`src/design/substring_match_locator_unit_macros.svh`:
```
// Assertion macros for the substring match locator.
`ifndef SUBSTRING_MATCH_LOCATOR_UNIT_MACROS_SVH
`define SUBSTRING_MATCH_LOCATOR_UNIT_MACROS_SVH

`ifndef SYNTHESIS
// Check that the consequent holds in the same cycle as the antecedent.
`define SML_ASSERT_IMPL(label, clk, rst, ante, cons, msg) \
   label: assert property (@(posedge clk) disable iff (rst) (ante) |-> (cons)) \
      else $error(msg);
// Check that the consequent holds in the cycle after the antecedent.
`define SML_ASSERT_NEXT(label, clk, rst, ante, cons, msg) \
   label: assert property (@(posedge clk) disable iff (rst) (ante) |=> (cons)) \
      else $error(msg);
`else
`define SML_ASSERT_IMPL(label, clk, rst, ante, cons, msg)
`define SML_ASSERT_NEXT(label, clk, rst, ante, cons, msg)
`endif

`endif

```
`src/design/sml_pkg.sv`:
```
// Shared constants, codes and types of the substring match locator.
`timescale 1ns / 1ps

package sml_pkg;

   localparam int PATTERN_MAX    = 16;
   localparam int POSITION_BITS  = 24;
   localparam int COUNT_BITS     = 16;
   localparam int BYTE_BITS      = 8;
   localparam int LEN_BITS       = 5;
   localparam int CSR_DATA_BITS  = 64;
   localparam int CSR_INDEX_BITS = 2;
   localparam int FILL_BITS      = $clog2(PATTERN_MAX + 1);
   localparam int IDX_BITS       = (PATTERN_MAX > 1) ? $clog2(PATTERN_MAX) : 1;

   localparam logic [POSITION_BITS-1:0] POS_MAX   = '1;
   localparam logic [COUNT_BITS-1:0]    COUNT_MAX = '1;

   // byte range 0x80 to 0xC2 that leaves the character position alone
   localparam logic [BYTE_BITS-1:0] CONT_LOW  = 8'h80;
   localparam logic [BYTE_BITS-1:0] CONT_HIGH = 8'hC2;

   typedef enum logic [CSR_INDEX_BITS-1:0] {
      CSR_PATTERN_LOW  = 2'd0,
      CSR_PATTERN_HIGH = 2'd1,
      CSR_PATTERN_LEN  = 2'd2
   } csr_index_type;

   typedef enum logic {
      RESULT_MATCH = 1'b0,
      RESULT_COUNT = 1'b1
   } result_kind_type;

   typedef logic [PATTERN_MAX-1:0][BYTE_BITS-1:0] pattern_bytes_type;

   typedef struct packed {
      result_kind_type          result_kind;
      logic [POSITION_BITS-1:0] match_start;
      logic [POSITION_BITS-1:0] match_end;
      logic [COUNT_BITS-1:0]    match_total;
      logic                     last_of_run;
   } result_type;

   typedef struct packed {
      logic [PATTERN_MAX-1:0][BYTE_BITS-1:0]     bytes;
      logic [PATTERN_MAX-1:0][POSITION_BITS-1:0] positions;
      logic [FILL_BITS-1:0]                      fill;
   } window_view_type;

   typedef struct packed {
      logic       hit;
      logic       end_of_text;
      result_type match_res;
      result_type count_res;
   } step_type;

endpackage

```
`src/design/sml_if.sv`:
```
// Stream channel interfaces for text bytes in and located results out.
`timescale 1ns / 1ps

interface sml_req_if;
   import sml_pkg::*;

   logic                 valid;
   logic                 ready;
   logic [BYTE_BITS-1:0] text_byte;
   logic                 end_of_text;

   modport source (output valid, output text_byte, output end_of_text, input ready);
   modport sink   (input valid, input text_byte, input end_of_text, output ready);
endinterface

interface sml_rsp_if;
   import sml_pkg::*;

   logic                     valid;
   logic                     ready;
   logic                     result_kind;
   logic [POSITION_BITS-1:0] match_start;
   logic [POSITION_BITS-1:0] match_end;
   logic [COUNT_BITS-1:0]    match_total;
   logic                     last_of_run;

   modport source (output valid, output result_kind, output match_start, output match_end,
                   output match_total, output last_of_run, input ready);
   modport sink   (input valid, input result_kind, input match_start, input match_end,
                   input match_total, input last_of_run, output ready);
endinterface

```
`src/design/sml_window.sv`:
```
// Byte and position window with the character position counter.
`timescale 1ns / 1ps

module sml_window (
   input  logic                              clock,
   input  logic                              reset,
   input  logic                              fire,
   input  logic [sml_pkg::BYTE_BITS-1:0]     text_byte,
   input  logic                              end_of_text,
   output sml_pkg::window_view_type          view
);
   import sml_pkg::*;

   logic [PATTERN_MAX-1:0][BYTE_BITS-1:0]     bytes_ff, bytes_in;
   logic [PATTERN_MAX-1:0][POSITION_BITS-1:0] positions_ff, positions_in;
   logic [FILL_BITS-1:0]                      fill_ff, fill_in;
   logic [POSITION_BITS-1:0]                  pos_ff, pos_in;
   logic                                      cont;

   assign cont = (text_byte >= CONT_LOW) && (text_byte <= CONT_HIGH);

   always_comb begin
      pos_in = ((!cont) && (pos_ff != POS_MAX)) ? pos_ff + POSITION_BITS'(1) : pos_ff;
      fill_in = (fill_ff != FILL_BITS'(PATTERN_MAX)) ? fill_ff + FILL_BITS'(1) : fill_ff;
      bytes_in[0] = text_byte;
      positions_in[0] = pos_in;
      for (int j = 1; j < PATTERN_MAX; j++) begin
         bytes_in[j] = bytes_ff[j-1];
         positions_in[j] = positions_ff[j-1];
      end
   end

   assign view.bytes     = bytes_in;
   assign view.positions = positions_in;
   assign view.fill      = fill_in;

   // entries beyond the fill count are never compared, so they need no reset
   always_ff @(posedge clock) begin
      if (fire) begin
         bytes_ff <= bytes_in;
         positions_ff <= positions_in;
      end
   end

   always_ff @(posedge clock) begin
      if (reset) begin
         fill_ff <= '0;
         pos_ff <= '0;
      end else if (fire) begin
         fill_ff <= end_of_text ? '0 : fill_in;
         pos_ff <= end_of_text ? '0 : pos_in;
      end
   end

endmodule

```
`src/design/sml_match.sv`:
```
// Parallel pattern compare, match counter and result formation.
`timescale 1ns / 1ps

module sml_match (
   input  logic                           clock,
   input  logic                           reset,
   input  logic                           fire,
   input  logic                           end_of_text,
   input  sml_pkg::window_view_type       view,
   input  sml_pkg::pattern_bytes_type     pattern,
   input  logic [sml_pkg::LEN_BITS-1:0]   pattern_len,
   output sml_pkg::step_type              step
);
   import sml_pkg::*;

   logic [LEN_BITS-1:0]        plen;
   logic [LEN_BITS-1:0]        start_idx;
   logic                       hit;
   logic [POSITION_BITS-1:0]   start_pos;
   logic [POSITION_BITS:0]     end_sum;
   logic [POSITION_BITS-1:0]   end_pos;
   logic [COUNT_BITS-1:0]      count_ff, count_in;

   assign plen = (pattern_len > LEN_BITS'(PATTERN_MAX)) ? LEN_BITS'(PATTERN_MAX) : pattern_len;

   // align pattern byte plen-1-j with window entry j (newest byte in entry 0)
   always_comb begin
      logic [LEN_BITS-1:0] sel;
      hit = (plen != '0) && (LEN_BITS'(view.fill) >= plen);
      sel = '0;
      for (int j = 0; j < PATTERN_MAX; j++) begin
         if (LEN_BITS'(j) < plen) begin
            sel = plen - LEN_BITS'(j) - LEN_BITS'(1);
            if (view.bytes[j] != pattern[sel[IDX_BITS-1:0]]) begin
               hit = 1'b0;
            end
         end
      end
   end

   assign start_idx = plen - LEN_BITS'(1);
   assign start_pos = view.positions[start_idx[IDX_BITS-1:0]];
   assign end_sum   = {1'b0, start_pos} + (POSITION_BITS + 1)'(start_idx);
   assign end_pos   = (end_sum > {1'b0, POS_MAX}) ? POS_MAX : end_sum[POSITION_BITS-1:0];

   assign count_in = (hit && (count_ff != COUNT_MAX)) ? count_ff + COUNT_BITS'(1) : count_ff;

   always_ff @(posedge clock) begin
      if (reset) begin
         count_ff <= '0;
      end else if (fire) begin
         count_ff <= end_of_text ? '0 : count_in;
      end
   end

   always_comb begin
      step.hit = hit;
      step.end_of_text = end_of_text;
      step.match_res.result_kind = RESULT_MATCH;
      step.match_res.match_start = start_pos;
      step.match_res.match_end   = end_pos;
      step.match_res.match_total = count_in;
      step.match_res.last_of_run = !end_of_text;
      step.count_res.result_kind = RESULT_COUNT;
      step.count_res.match_start = '0;
      step.count_res.match_end   = '0;
      step.count_res.match_total = count_in;
      step.count_res.last_of_run = 1'b1;
   end

endmodule

```
`src/design/sml_result.sv`:
```
// Output register with one pending slot for the second result of a beat.
`timescale 1ns / 1ps

module sml_result (
   input  logic                  clock,
   input  logic                  reset,
   input  logic                  fire,
   input  sml_pkg::step_type     step,
   input  logic                  take,
   output logic                  accept_ok,
   output logic                  out_valid,
   output sml_pkg::result_type   out_result
);
   import sml_pkg::*;

   logic       out_valid_ff, out_valid_in;
   logic       pend_valid_ff, pend_valid_in;
   result_type out_ff, out_in;
   result_type pend_ff, pend_in;

   assign accept_ok = (!pend_valid_ff) && ((!out_valid_ff) || take);

   always_comb begin
      out_valid_in = out_valid_ff;
      pend_valid_in = pend_valid_ff;
      out_in = out_ff;
      pend_in = pend_ff;
      if (fire) begin
         // the output slot is free or drains this cycle
         if (step.hit) begin
            out_valid_in = 1'b1;
            out_in = step.match_res;
            pend_valid_in = step.end_of_text;
            pend_in = step.count_res;
         end else if (step.end_of_text) begin
            out_valid_in = 1'b1;
            out_in = step.count_res;
         end else begin
            out_valid_in = 1'b0;
         end
      end else if (out_valid_ff && take) begin
         if (pend_valid_ff) begin
            out_in = pend_ff;
            pend_valid_in = 1'b0;
         end else begin
            out_valid_in = 1'b0;
         end
      end
   end

   always_ff @(posedge clock) begin
      if (reset) begin
         out_valid_ff <= 1'b0;
         pend_valid_ff <= 1'b0;
      end else begin
         out_valid_ff <= out_valid_in;
         pend_valid_ff <= pend_valid_in;
      end
   end

   always_ff @(posedge clock) begin
      out_ff <= out_in;
      pend_ff <= pend_in;
   end

   assign out_valid  = out_valid_ff;
   assign out_result = out_ff;

endmodule

```
`src/design/substring_match_locator_unit.sv`:
```
// Top level of the substring match locator: windowed pattern search on a byte stream.
// A result is registered and appears in the cycle after the beat that causes it.
// Throughput: one text byte per cycle while the sink takes results, set by the combinational window compare;
// a final byte that also completes a match gives two results and holds input while the count result waits.
// Reset (synchronous, active high) empties the window and output, zeroes counters, pattern 0, length 1.
`timescale 1ns / 1ps
`include "substring_match_locator_unit_macros.svh"

module substring_match_locator_unit (
   input  logic                                  clock,
   input  logic                                  reset,
   sml_req_if.sink                               req_channel,
   sml_rsp_if.source                             rsp_channel,
   input  logic                                  csr_write_enable,
   input  logic [sml_pkg::CSR_INDEX_BITS-1:0]    csr_index,
   input  logic [sml_pkg::CSR_DATA_BITS-1:0]     csr_write_data
);
   import sml_pkg::*;

   // Configuration registers
   logic [CSR_DATA_BITS-1:0] pattern_low_ff;
   logic [CSR_DATA_BITS-1:0] pattern_high_ff;
   logic [LEN_BITS-1:0]      pattern_len_ff;

   pattern_bytes_type pattern;
   window_view_type   view;
   step_type          step;
   result_type        out_result;
   logic              accept_ok;
   logic              out_valid;
   logic              fire;

   // Take a write at once; an index beyond the list is dropped
   always_ff @(posedge clock) begin
      if (reset) begin
         pattern_low_ff <= '0;
         pattern_high_ff <= '0;
         pattern_len_ff <= LEN_BITS'(1);
      end else if (csr_write_enable) begin
         unique case (csr_index)
            CSR_PATTERN_LOW:  pattern_low_ff <= csr_write_data;
            CSR_PATTERN_HIGH: pattern_high_ff <= csr_write_data;
            CSR_PATTERN_LEN:  pattern_len_ff <= csr_write_data[LEN_BITS-1:0];
            default: begin
            end
         endcase
      end
   end

   // Unpack the pattern words into bytes, byte 0 in the lowest bits of the low word
   always_comb begin
      for (int k = 0; k < PATTERN_MAX; k++) begin
         if (k < 8) begin
            pattern[k] = pattern_low_ff[k*BYTE_BITS +: BYTE_BITS];
         end else begin
            pattern[k] = pattern_high_ff[(k-8)*BYTE_BITS +: BYTE_BITS];
         end
      end
   end

   // A beat enters when the output slot frees up and no second result waits
   assign req_channel.ready = accept_ok;
   assign fire = req_channel.valid && accept_ok;

   // Shift the new byte and its character position into the window
   sml_window u_window (
      .clock       (clock),
      .reset       (reset),
      .fire        (fire),
      .text_byte   (req_channel.text_byte),
      .end_of_text (req_channel.end_of_text),
      .view        (view)
   );

   // Compare the window tail with the pattern and form both possible results
   sml_match u_match (
      .clock       (clock),
      .reset       (reset),
      .fire        (fire),
      .end_of_text (req_channel.end_of_text),
      .view        (view),
      .pattern     (pattern),
      .pattern_len (pattern_len_ff),
      .step        (step)
   );

   // Hold results for the sink; the count result of a final byte queues behind its match
   sml_result u_result (
      .clock      (clock),
      .reset      (reset),
      .fire       (fire),
      .step       (step),
      .take       (rsp_channel.ready),
      .accept_ok  (accept_ok),
      .out_valid  (out_valid),
      .out_result (out_result)
   );

   assign rsp_channel.valid       = out_valid;
   assign rsp_channel.result_kind = out_result.result_kind;
   assign rsp_channel.match_start = out_result.match_start;
   assign rsp_channel.match_end   = out_result.match_end;
   assign rsp_channel.match_total = out_result.match_total;
   assign rsp_channel.last_of_run = out_result.last_of_run;

   // A beat is taken over a waiting result only while that result drains
   `SML_ASSERT_IMPL(a_accept_drains_output, clock, reset, req_channel.valid && req_channel.ready && rsp_channel.valid, rsp_channel.ready, "input beat taken over a stalled result")

   // The final byte of a text always produces a result next cycle
   `SML_ASSERT_NEXT(a_end_gives_result, clock, reset, fire && req_channel.end_of_text, rsp_channel.valid, "no result after end of text")

   // A match that is not last of its run has a count queued behind it, so input holds
   `SML_ASSERT_IMPL(a_pending_blocks_input, clock, reset, rsp_channel.valid && (rsp_channel.result_kind == RESULT_MATCH) && !rsp_channel.last_of_run, !req_channel.ready, "input open while a count result waits")

endmodule
```
`src/flat_wrapper.sv`:
```
// flat-port wrapper written by rule: the top's interface ports become plain ports
module substring_match_locator_unit_flat import sml_pkg::*;
  (clock, reset, csr_write_enable, csr_index, csr_write_data, req_channel_valid, req_channel_text_byte, req_channel_end_of_text, req_channel_ready, rsp_channel_valid, rsp_channel_result_kind, rsp_channel_match_start, rsp_channel_match_end, rsp_channel_match_total, rsp_channel_last_of_run, rsp_channel_ready);
  sml_req_if req_channel_i ();
  sml_rsp_if rsp_channel_i ();
  input  logic clock;
  input  logic reset;
  input  logic csr_write_enable;
  input  logic [sml_pkg::CSR_INDEX_BITS-1:0] csr_index;
  input  logic [sml_pkg::CSR_DATA_BITS-1:0] csr_write_data;
  input wire logic [$bits(req_channel_i.valid)-1:0] req_channel_valid;
  input wire logic [$bits(req_channel_i.text_byte)-1:0] req_channel_text_byte;
  input wire logic [$bits(req_channel_i.end_of_text)-1:0] req_channel_end_of_text;
  output wire logic [$bits(req_channel_i.ready)-1:0] req_channel_ready;
  output wire logic [$bits(rsp_channel_i.valid)-1:0] rsp_channel_valid;
  output wire logic [$bits(rsp_channel_i.result_kind)-1:0] rsp_channel_result_kind;
  output wire logic [$bits(rsp_channel_i.match_start)-1:0] rsp_channel_match_start;
  output wire logic [$bits(rsp_channel_i.match_end)-1:0] rsp_channel_match_end;
  output wire logic [$bits(rsp_channel_i.match_total)-1:0] rsp_channel_match_total;
  output wire logic [$bits(rsp_channel_i.last_of_run)-1:0] rsp_channel_last_of_run;
  input wire logic [$bits(rsp_channel_i.ready)-1:0] rsp_channel_ready;
  assign req_channel_i.valid = req_channel_valid;
  assign req_channel_i.text_byte = req_channel_text_byte;
  assign req_channel_i.end_of_text = req_channel_end_of_text;
  assign req_channel_ready = req_channel_i.ready;
  assign rsp_channel_valid = rsp_channel_i.valid;
  assign rsp_channel_result_kind = rsp_channel_i.result_kind;
  assign rsp_channel_match_start = rsp_channel_i.match_start;
  assign rsp_channel_match_end = rsp_channel_i.match_end;
  assign rsp_channel_match_total = rsp_channel_i.match_total;
  assign rsp_channel_last_of_run = rsp_channel_i.last_of_run;
  assign rsp_channel_i.ready = rsp_channel_ready;
  substring_match_locator_unit u_core (.clock(clock), .reset(reset), .req_channel(req_channel_i), .rsp_channel(rsp_channel_i), .csr_write_enable(csr_write_enable), .csr_index(csr_index), .csr_write_data(csr_write_data));
endmodule
```
`config.mk`:
```
export PLATFORM = sky130hd
export DESIGN_NAME = substring_match_locator_unit_flat
export DESIGN_NICKNAME = d
export VERILOG_FILES = /design/src/design/sml_pkg.sv /design/src/design/sml_if.sv /design/src/design/sml_window.sv /design/src/design/sml_match.sv /design/src/design/sml_result.sv /design/src/design/substring_match_locator_unit.sv /design/src/flat_wrapper.sv
export VERILOG_INCLUDE_DIRS = /design/src /design/src/design
export SDC_FILE = /design/constraint.sdc
export NUM_CORES = 1
export LEC_CHECK = 0
export ABC_AREA = 0
export ABC_CLOCK_PERIOD_IN_PS = 25400
export BUFFER_PORTS_ARGS = -buffer_cell sky130_fd_sc_hd__buf_2
export CAP_MARGIN = 20
export CELL_PAD_IN_SITES_DETAIL_PLACEMENT = 2
export CELL_PAD_IN_SITES_GLOBAL_PLACEMENT = 2
export CORE_UTILIZATION = 43
export CTS_CLUSTER_SIZE = 30
export DETAILED_ROUTE_END_ITERATION = 16
export GPL_ROUTABILITY_DRIVEN = 0
export PLACE_DENSITY_LB_ADDON = 0.1
export SYNTH_ARGS = -nofsm -noshare
export SYNTH_HDL_FRONTEND = slang
export SYNTH_SLANG_ARGS = --single-unit
```
`constraint.sdc`:
```
create_clock -name clock -period 25.4 [get_ports clock]
set_input_delay 5.08 -clock clock [delete_from_list [all_inputs] [get_ports clock]]
set_output_delay 5.08 -clock clock [all_outputs]
set_load 0.05 [all_outputs]
```
; ---- Word level (Yosys, flattened, before mapping)
; Cells that the tools add are included.
; Widths: inputs -> output; s select.
[word_totals]
regBits = 742
input_bits = 80
out_inout_bits = 68
wordCells = 249
[op_classes]
addsub = 34
order_cmp = 37
eq_ne = 24
muxes = 87
reduce_logical = 23
[op_table]
columns = cell, count
row1 = $bmux 8 s4, 16
row2 = $mux 66, 5
row3 = $mux 8, 16
row4 = $ne 8x8->1, 16
row5 = $bmux 24 s4, 1
row6 = $mux 24, 4
row7 = $lt 4x5->1 const B, 16
row8 = $sub 4x1->4 const B, 15
row9 = $lt 4x5->1 const A, 8
row10 = $mux 1, 40
row11 = $mux 16, 2
row12 = $sub 4x4->4 const B, 8
row13 = $add 24x5->25, 1
row14 = $gt 25x24->1 const B, 1
row15 = $add 24x1->24 const B, 1
row16 = $ne 24x24->1 const B, 1
row17 = $lt 3x5->1 const A, 4
row18 = $add 16x1->16 const B, 1
row19 = $ne 16x16->1 const B, 1
row20 = $sub 4x3->4 const B, 4
row21 = $mux 5, 3
row22 = $reduce_and 2->1, 6
row23 = $lt 1x5->1 const A, 2
row24 = $lt 2x5->1 const A, 2
row25 = other kinds (20), 31

; ---- Depth between registers and ports, before layout
; Gate-level depths: netlist of run 1.
[logic_depth]
depth_word = 43
ltp_mapped = 34
depth_no_buf = 22

; ---- By module
; From an unflattened synthesis of run 1, not the netlist that was laid out.
[hier_totals]
hier_cells = 3483
area_unflattened_um2 = 44154.8
[by_module_without_submodules]
columns = module, instances, cells_per_inst, area_each_um2, seq_area_each_um2
row1 = sml_window, 1, 767, 16623.4, 14994.4
row2 = sml_match, 1, 1842, 16575.9, 320.3
row3 = sml_result, 1, 368, 5491.5, 4003.8
row4 = substring_match_locator_unit, 1, 506, 5464.0, 2662.6

; ---- Worst setup path after synthesis of run 1
; No wires, ideal clock.
[synth_timing]
path_kind = input-to-reg
startpoint = input port rsp_channel_ready
endpoint = register u_core.u_result.out_ff (netlist bit u_core.u_result.out_result[0]) (enable)
setup_time_ps = 426
arrival_time_ps = 22291
required_ps = 24974
path_slack_ps = 2684
stages = 7
n_path_buf = 1
cell_sequence = inv_1 a21oi_1 nand2_1 clkinv_1 clkbuf_1 nand2_1 nand2_1
[synth_between]
elab_chain_cells = 5
word_cells_on_any_way = 8
cone_classes = eq/ne: 1 / reduce/logical: 7
[synth_rtl]
columns = element, line
row1 = start: declaration, flat_wrapper.sv:21  ; input wire logic [$bits(rsp_channel_i.ready)-1:0] rsp_channel_ready;
row2 = $logic_or 1x1->1 (*), sml_result.sv:21  ; assign accept_ok = (!pend_valid_ff) && ((!out_valid_ff) || take);
row3 = $logic_and 1x1->1 (*), sml_result.sv:21
row4 = net req_channel_ready, flat_wrapper.sv:14  ; output wire logic [$bits(req_channel_i.ready)-1:0] req_channel_ready;
row5 = $logic_and 1x1->1 (*), substring_match_locator_unit.sv:63  ; assign fire = req_channel.valid && accept_ok;
row6 = net u_core.fire, substring_match_locator_unit.sv:31  ; logic fire;
row7 = $ne 3x3->1 (no source line) / $reduce_bool 2->1 (equally long branches), --
row8 = $reduce_and 3->1 (no source line) (*), --
row9 = end signal: assignment, sml_result.sv:62  ; out_ff <= out_in;
row10 = end: declaration, sml_result.sv:18  ; result_type out_ff, out_in;
; The timed path passes the listed nets; every way through them passes the cells marked *.
; A chain may end at the register's enable or synchronous reset.

; ---- Worst setup path in the final report of run 1
[layout_timing]
startpoint = input port rsp_channel_ready
endpoint = output port req_channel_ready
[layout_between]
elab_chain_cells = 2
[layout_rtl]
columns = element, line
row1 = $logic_or 1x1->1, sml_result.sv:21
row2 = $logic_and 1x1->1, sml_result.sv:21
row3 = end: declaration, flat_wrapper.sv:14
; Every way passes these cells.

==> results of run 1 <==
[per-stage QoR]
step / std cells / total power, mW / area (µm²) / hold WS, ns / util
6_report: 4991 / 3.22 / 45300 / 0.447 / 0.485
5_1_grt: 4988 / 3.29 / 45300 / 0.454 / 0.485
4_1_cts: 4983 / 3.22 / 45300 / 0.446 / 0.484
3_5_place_dp: 4822 / 1.93 / 42400 / 0.432 / 0.454
3_3_place_gp: 4820 / 1.90 / 42400 / 0.425 / 0.454
2_1_floorplan: 3609 / 1.76 / 40600 / 0.418 / -
[logic make-up after synthesis]
logic type | Yosys count | synth area share
AOI/OAI and AO/OA | 840 | 0.138
xor gates and xnor gates | 201 | 0.0440
adders and majority gates | 18 | 0.00567
buffers and inverters | 324 | 0.0365
DFF | 742 | 0.504
muxes | 407 | 0.146
and+or+nand+nor | 1077 | 0.125
[cell type report]
class	count	area share
multi-input combinational	2543	0.414
clock inverter	51	0.0127
sequential	742	0.452
tap	1254	0.0346
clock buffer	110	0.0501
inverter	49	0.00433
antenna	4	0.000221
timing repair buffer	238	0.0318
[state kept, by name, indices dropped and copies added (netlist names)]
signal and cells:
u_core.pattern_high_ff 64, u_core.pattern_len_ff 5, u_core.pattern_low_ff 64, u_core.u_match.count_ff 16, u_core.u_result.out_result 66, u_core.u_result.out_valid 1
u_core.u_result.pend_ff 16, u_core.u_result.pend_valid_ff 1, u_core.u_window.fill_ff 5, u_core.u_window.pos_ff 24, u_core.u_window.view 480
[critical path, delay by kind of cell]
| kind | cells | cell delay, ns |
|---|---|---|
| compound gates | 1 | 0.19 |
| buf+inv | 3 | 0.45 |
[cells in the final DEF, fill, tap and decap left out, drive strengths merged, types with 12 or more instances in the layout]
cell | Yosys | final
nand2b | 14 | 14
edfxtp | 562 | 562
nor2b | 27 | 27
buf | 142 | 235
dfxtp | 180 | 180
o211ai | 32 | 32
or3 | 24 | 24
a2bb2oi | 15 | 15
o221ai | 13 | 13
a31oi | 18 | 18
nand4 | 34 | 34
mux2 | 45 | 45
a21oi | 274 | 274
o22ai | 50 | 50
mux2i | 219 | 219
xnor2 | 114 | 114
mux4 | 143 | 143
clkbuf | 133 | 113
or2 | 12 | 12
nand3 | 65 | 65
nand2 | 455 | 455
clkinv | 3 | 33
a22oi | 72 | 72
ha | 16 | 16
a21o | 17 | 17
nor4 | 25 | 25
xor2 | 87 | 87
inv | 46 | 54
o31ai | 13 | 13
and2 | 19 | 19
o21ai | 112 | 112
nor3 | 90 | 90
o32ai | 13 | 13
and3 | 29 | 29
a211oi | 32 | 32
nor2 | 207 | 207
a221oi | 29 | 29
nor3b | 18 | 18
[per-layer routing]
metal / vias to the layer above / routed length [µm] / global-route usage
met5: - / 41 / 0
met1: 17600 / 68300 / 0.457
met2: 1778 / 85000 / 0.611
met4: 6 / 13500 / 0.241
li1: 13900 / - / -
met3: 555 / 14900 / 0.0800
[report_power, final]
part / internal, mW / switching [mW] / leakage [nW]
clock network: 0.732 / 0.550 / 1.37
logic: 0.159 / 0.329 / 7.25
registers: 1.38 / 0.0667 / 6.93
total: 2.27 / 0.946 / 15.6
[worst paths after layout]
kind                             startpoint                              to  slack, ns
hold / removal    u_core.u_window.view[221]       u_core.u_window.view[245]       0.45
setup / recovery          rsp_channel_ready               req_channel_ready      14.60
setup reg to reg   u_core.pattern_len_ff[4]  u_core.u_result.out_result[28]      16.51
hold reg to reg   u_core.u_window.view[221]       u_core.u_window.view[245]       0.45
==> reports/qor.csv, run 1 <==
stage;metric;value;unit
run_status;outcome;completed;
synthesis;synthDistinctLibCells;108;
synthesis;syn-instance-count;3609;
synthesis;ys_seq_elements;742;
synthesis;yosysWarningCount;0;
synthesis;synthTopCellsByArea;edfxtp_1 (42%), dfxtp_1 (8.9%), mux4_2 (7.9%);
die;placementRows;112;
synthesis;syn_nets;3706;
timing;fin_ws;14.60;ns
power;peakVddDrop;0.0465;mV
cells_and_area;syn2layout_area_growth;11.6;%
die;dieArea;95700;µm²
clock_tree;cts_tree;built;
cells_and_area;drive_above_1_share;0.165;
synthesis;synth_async_sr_flop_share;0;
min_path;min_path_type;reg -> reg;
setup_path;start_kind;input port;
grt;grt_start_max_net_pins;150;
timing;min_period;10.80;ns
timing;worst_pin_slew;1.49;ns
clock_tree;cts_resized;0;
setup_path;crit_path_top_delay_cell;buf_2;
synthesis;synth_edf_count;562;
setup_path;path_cells;buf_2 -> inv_1 -> a21oi_1 -> buf_2;
setup_path;cpMostUsedCell;buf_2;
detailed_routing;detail-route-antenna-nets;0;
timing;maxSlewViolCount;0;
clock_tree;clock_sinks;742;
detailed_routing;drtPass1Iterations;6;
cells_and_area;final_nets;3757;
power;powerDensity;70.9;nW/µm²
flow_run;cap_viol_max_count;0;
detailed_routing;drt-total-wl;182;mm
clock_tree;clk_pin_slew;0.06;ns
synthesis;synth_top_area_share;0.416;
timing;grt_setup_unrepaired;no;
grt;first_global_vias;35700;
detailed_routing;viasPerCell;6.78;
cells_and_area;multi_input_area;18800;µm²
detailed_routing;wl_per_cell;36.4;µm
cells_and_area;fillCellCount;9437;
setup_path;critPathArrivalTime;5.72;ns
synthesis;synth_common_cells;edfxtp_1 (562), nand2_1 (455), a21oi_1 (273);
clock_tree;clk_latency;0.70;ns
grt;grt_pass1_wl;260;mm
setup_path;cp_max_fo;3;
die;ios;148;
timing;fin_crit_sh;0.425;
setup_path;r2r_cells;17;
setup_path;critPathKind;in -> out;
detailed_routing;num_vias;33800;
die;die_y;309;µm
placement;post-dp-hpwl;127;mm
die;core-area;93500;µm²
clock_tree;ctsRootBufferMaster;clkbuf_16;
detailed_routing;drc_errors;0;
power;leakage;15.6;nW
synthesis;ys_seq_area_frac;0.504;
synthesis;syn_area_per_cell;11.3;µm²
timing;hold_viol;0;
timing;setup_tns;0;ns
setup_path;worstPathRequired;20.32;ns
timing;finalSetupViolations;0;
timing;relSlewSlack;0.00361;
die;initial_core_util;0.434;
synthesis;yosysMostFrequentCell;edfxtp_1;
placement;post-place-ws;14.45;ns
clock_tree;cts_setup_buffers;0;
cells_and_area;regArea;20500;µm²
synthesis;synth-main-ff-cell;edfxtp_1;
min_path;min_path_cells;0;
grt;antenna_found_initial;7;
placement;port_buffers;147;
setup_path;crit_path_end_kind;primary output;
timing;fin_skew;0.0367;ns
die;die_w;309;µm
synthesis;synth_area_leader_cell;edfxtp_1;
clock_tree;cts_buffers;86;
timing;fmax;92.6;MHz
setup_path;slowest_delay;0.30;ns
clock_tree;h-tree-depth;3;
grt;grtUsageTotal;0.377;
clock_tree;cts_hold_buf;0;
clock_tree;cts_buffer_depth;3;
synthesis;syn-cell-area;40600;µm²
grt;grt_overflow;0;
detailed_routing;drt_iter0_drc;3379;
Power figures use the tool's default switching activity.
==> run 2: changes to the inputs <==
--- a/config.mk
+++ b/config.mk
@@ -6,13 +6,13 @@
 export SDC_FILE = /design/constraint.sdc
 export NUM_CORES = 1
 export LEC_CHECK = 0
-export ABC_AREA = 0
-export ABC_CLOCK_PERIOD_IN_PS = 25400
+export ABC_AREA = 1
+export ABC_CLOCK_PERIOD_IN_PS = 10800
 export BUFFER_PORTS_ARGS = -buffer_cell sky130_fd_sc_hd__buf_2
 export CAP_MARGIN = 20
 export CELL_PAD_IN_SITES_DETAIL_PLACEMENT = 2
 export CELL_PAD_IN_SITES_GLOBAL_PLACEMENT = 2
-export CORE_UTILIZATION = 43
+export CORE_UTILIZATION = 38
 export CTS_CLUSTER_SIZE = 30
 export DETAILED_ROUTE_END_ITERATION = 16
 export GPL_ROUTABILITY_DRIVEN = 0
==> constraint.sdc (replaced) <==
create_clock -name clock -period 10.8 [get_ports clock]
set_input_delay 2.16 -clock clock [delete_from_list [all_inputs] [get_ports clock]]
set_output_delay 2.16 -clock clock [all_outputs]
set_load 0.05 [all_outputs]
==> reports/qor.csv, run 2 <==
stage;metric;value;unit;change
power;leakage;17.6;nW;+13%
synthesis;synthMuxAreaShare;0;;-0.146
setup_path;critPathKind;reg -> reg;;
clock_tree;cts_tree;built;;
synthesis;syn-instance-count;4693;;+30%
synthesis;synth_edf_count;562;;unchanged
detailed_routing;wl_per_cell;27.4;µm;-25%
clock_tree;clk_latency;0.69;ns;about the same
grt;grtUsageTotal;0.320;;-0.0572
setup_path;cp_max_fo;72;;+69
synthesis;synth_common_cells;nand2_1 (1591), edfxtp_1 (562), nand3_1 (479);;
cells_and_area;final_cells;6091;;+22%
clock_tree;cts_resized;0;;unchanged
placement;post-dp-hpwl;121;mm;-4.8%
cells_and_area;drive_above_1_share;0.0799;;-0.0851
min_path;hp-start;u_core.u_window.view[337];;
clock_tree;cts_buffer_depth;3;;unchanged
detailed_routing;num_vias;35500;;+5.1%
run_status;outcome;completed;;
cells_and_area;finish.utilization;0.428;;-0.0567
detailed_routing;drt-total-wl;167;mm;-8.2%
synthesis;ys_seq_elements;742;;unchanged
synthesis;syn_nets;4790;;+29%
die;dieArea;103000;µm²;+7.2%
detailed_routing;viasPerCell;5.83;;-14%
detailed_routing;drc_errors;0;;unchanged
clock_tree;cts_setup_buffers;0;;unchanged
timing;hold_viol;0;;unchanged
setup_path;worstPathRequired;11.29;ns;-9.03 ns
cells_and_area;largest_reg_flops;480;;unchanged
setup_path;critPathArrivalTime;8.44;ns;+2.72 ns
placement;port_buffers;147;;unchanged
synthesis;synth-simple-area-share;0.269;;+0.144
timing;finalSetupViolations;0;;unchanged
synthesis;synthAdderAreaFrac;0.00572;;+0.0000546
setup_path;regToRegSetupSlack;2.85;ns;-13.66 ns
min_path;min_path_type;reg -> reg;;
setup_path;r2r-end;u_core.u_result.out_result[19];;
timing;grt_setup_unrepaired;no;;
synthesis;synth_area_leader_cell;edfxtp_1;;
synthesis;syn-cell-area;38500;µm²;-5.3%
power;powerDensity;183;nW/µm²;+160%
timing;relSlewSlack;0.114;;+0.110
clock_tree;cts_buffers;85;;-1.2%
cells_and_area;fillCellCount;11300;;+20%
min_path;min_path_cells;0;;unchanged
cells_and_area;final_cell_mix;nand2_1 (1588), edfxtp_1 (562), nand3_1 (478), inv_1 (321), o21ai_0 (281);;
synthesis;synth-main-ff-cell;edfxtp_1;;
synthesis;ys_seq_area_frac;0.532;;+0.0280
cells_and_area;final_nets;4822;;+28%
cells_and_area;regArea;20500;µm²;about the same
detailed_routing;detail-route-antenna-nets;0;;unchanged
clock_tree;cts_hold_buf;0;;unchanged
setup_path;r2r-start;u_core.pattern_len_ff[1];;
die;die_y;320;µm;+3.5%
timing;fin_skew;0.0271;ns;-0.00951 ns
die;die_w;320;µm;+3.5%
grt;first_global_vias;35900;;+0.62%
die;ios;148;;unchanged
grt;grt_overflow;0;;unchanged
synthesis;synth_compound_area_frac;0.114;;-0.0235
timing;fmax;126;MHz;
timing;maxSlewViolCount;0;;unchanged
placement;dp.cells;5934;;+23%
timing;min_period;7.95;ns;
power;total_power;7.86;mW;+140%
power;peakVddDrop;0.108;mV;+130%
synthesis;synth_top_family_by_area;simple AND/OR/NAND/NOR gates;;
cells_and_area;multi_input_area;15600;µm²;-17%
min_path;whs_endpoint;u_core.u_window.view[361];;
clock_tree;clock_sinks;742;;unchanged
timing;fin_ws;2.85;ns;-11.75 ns
clock_tree;clk_pin_slew;0.06;ns;about the same
timing;fin_crit_sh;0.737;;
cells_and_area;syn2layout_area_growth;11.5;%;
grt;grt_pass1_wl;243;mm;-6.3%
die;core-area;100000;µm²;+7.1%
setup_path;start_kind;flop;;
placement;post-place-ws;2.93;ns;-11.52 ns
synthesis;synth_top_area_share;0.439;;+0.0231
cells_and_area;final_common_cell;nand2_1;;
timing;worst_pin_slew;1.32;ns;-0.179 ns
synthesis;synth_async_sr_flop_share;0;;unchanged
synthesis;synthTopCellsByArea;edfxtp_1 (44%), nand2_1 (16%), dfxtp_1 (9.4%);;
synthesis;synthXorXnorAreaFrac;0.0147;;-0.0293
die;initial_core_util;0.384;;-0.0503
synthesis;syn_area_per_cell;8.20;µm²;-27%
timing;setup_tns;0;ns;unchanged
clock_tree;h-tree-depth;3;;unchanged
setup_path;r2r_cells;26;;+9
setup_path;crit_path_end_kind;flop;;
detailed_routing;drtPass1Iterations;5;;-1
detailed_routing;drt_iter0_drc;3464;;+2.5%
synthesis;synthDistinctLibCells;53;;-51%
grt;antenna_found_initial;8;;+1
synthesis;yosysMostFrequentCell;nand2_1;;
synthesis;yosysWarningCount;0;;unchanged
flow_run;cap_viol_max_count;0;;unchanged
grt;grt_start_max_net_pins;225;;+50%
setup_path;crit_start;u_core.pattern_len_ff[1];;
die;placementRows;116;;+3.6%
clock_tree;ctsRootBufferMaster;clkbuf_16;;
-- run 2: kinds of logic (layout without fill, tap and decap cells) --
| family | count (synthesis) | in the layout |
|---|---|---|
| AO/OA/AOI/OAI | 807 | 807 |
| XOR/XNOR | 61 | 61 |
| adder cells (fa/ha/maj) | 17 | 17 |
| buffers and inverters | 604 | 703 |
| flip-flops | 742 | 742 |
| other | 0 | 1 |
| AND/OR/NAND/NOR | 2462 | 2462 |
-- run 2: area by class of cell --
type                            count  area share
Timing Repair Buffer              193      0.0264
Tap cell                         1298      0.0379
Sequential cell                   742       0.478
Multi-Input combinational cell   3347       0.365
Inverter                          356      0.0314
Antenna cell                        1   0.0000584
Clock buffer                      126      0.0553
Clock inverter                     28     0.00639
-- run 2: routing by layer --
layer	routed length (µm)	up-vias	track usage
li1	-	15900	-
met1	80000	18200	0.489
met5	9	-	0
met2	72100	1233	0.481
met3	12000	175	0.0447
met4	2650	2	0.0591
-- run 2: report_power, final --
group	internal (mW)	leakage [nW]	total, mW	switching, mW
registers	3.26	6.94	3.39	0.131
clock network	1.56	1.27	2.84	1.28
logic	0.398	9.37	1.64	1.24
total	5.21	17.6	7.86	2.65
-- run 2: how the worst max path moves through the flow --
stage | endpoint | slack, ns | depth (start not counted)
after floorplan | u_core.u_window.view[100] | 0.57 | 6
after global placement | u_core.u_result.out_result[38] | 3.29 | 25
after detailed placement | u_core.u_result.out_result[18] | 2.93 | 25
after CTS | u_core.u_result.out_result[19] | 2.89 | 25
after global routing | u_core.u_result.out_result[35] | 2.46 | 26
final | u_core.u_result.out_result[19] | 2.85 | 26
-- run 2: worst max-delay path: stages (launching register included) --
cell and delay [ns]:
dfxtp_2 0.53, buf_4 0.56, nor2_4 0.10, nand2_1 0.10, nand2_2 0.29, nand2_4 0.61, buf_4 0.59, nor2_2 0.05
buf_4 0.27, inv_2 0.09, buf_4 0.73, o22ai_1 0.17, o32ai_1 0.35, nor2_1 0.07, a31oi_1 0.36, ha_1 0.26
inv_1 0.07, fa_1 0.37, inv_1 0.09, nand4_1 0.10, nand3b_1 0.21, nand2_1 0.09, o21ai_2 0.11, nand2_2 0.10
nor2_2 0.13, nand3_1 0.69, a21oi_1 0.44
-- run 2: metrics by stage --
stage / cell area, µm² / hold slack, ns
4_1_cts: 42800 / 0.443
3_3_place_gp: 40200 / 0.423
5_1_grt: 42900 / 0.458
3_5_place_dp: 40200 / 0.434
2_1_floorplan: 38500 / 0.418
6_report: 42900 / 0.443
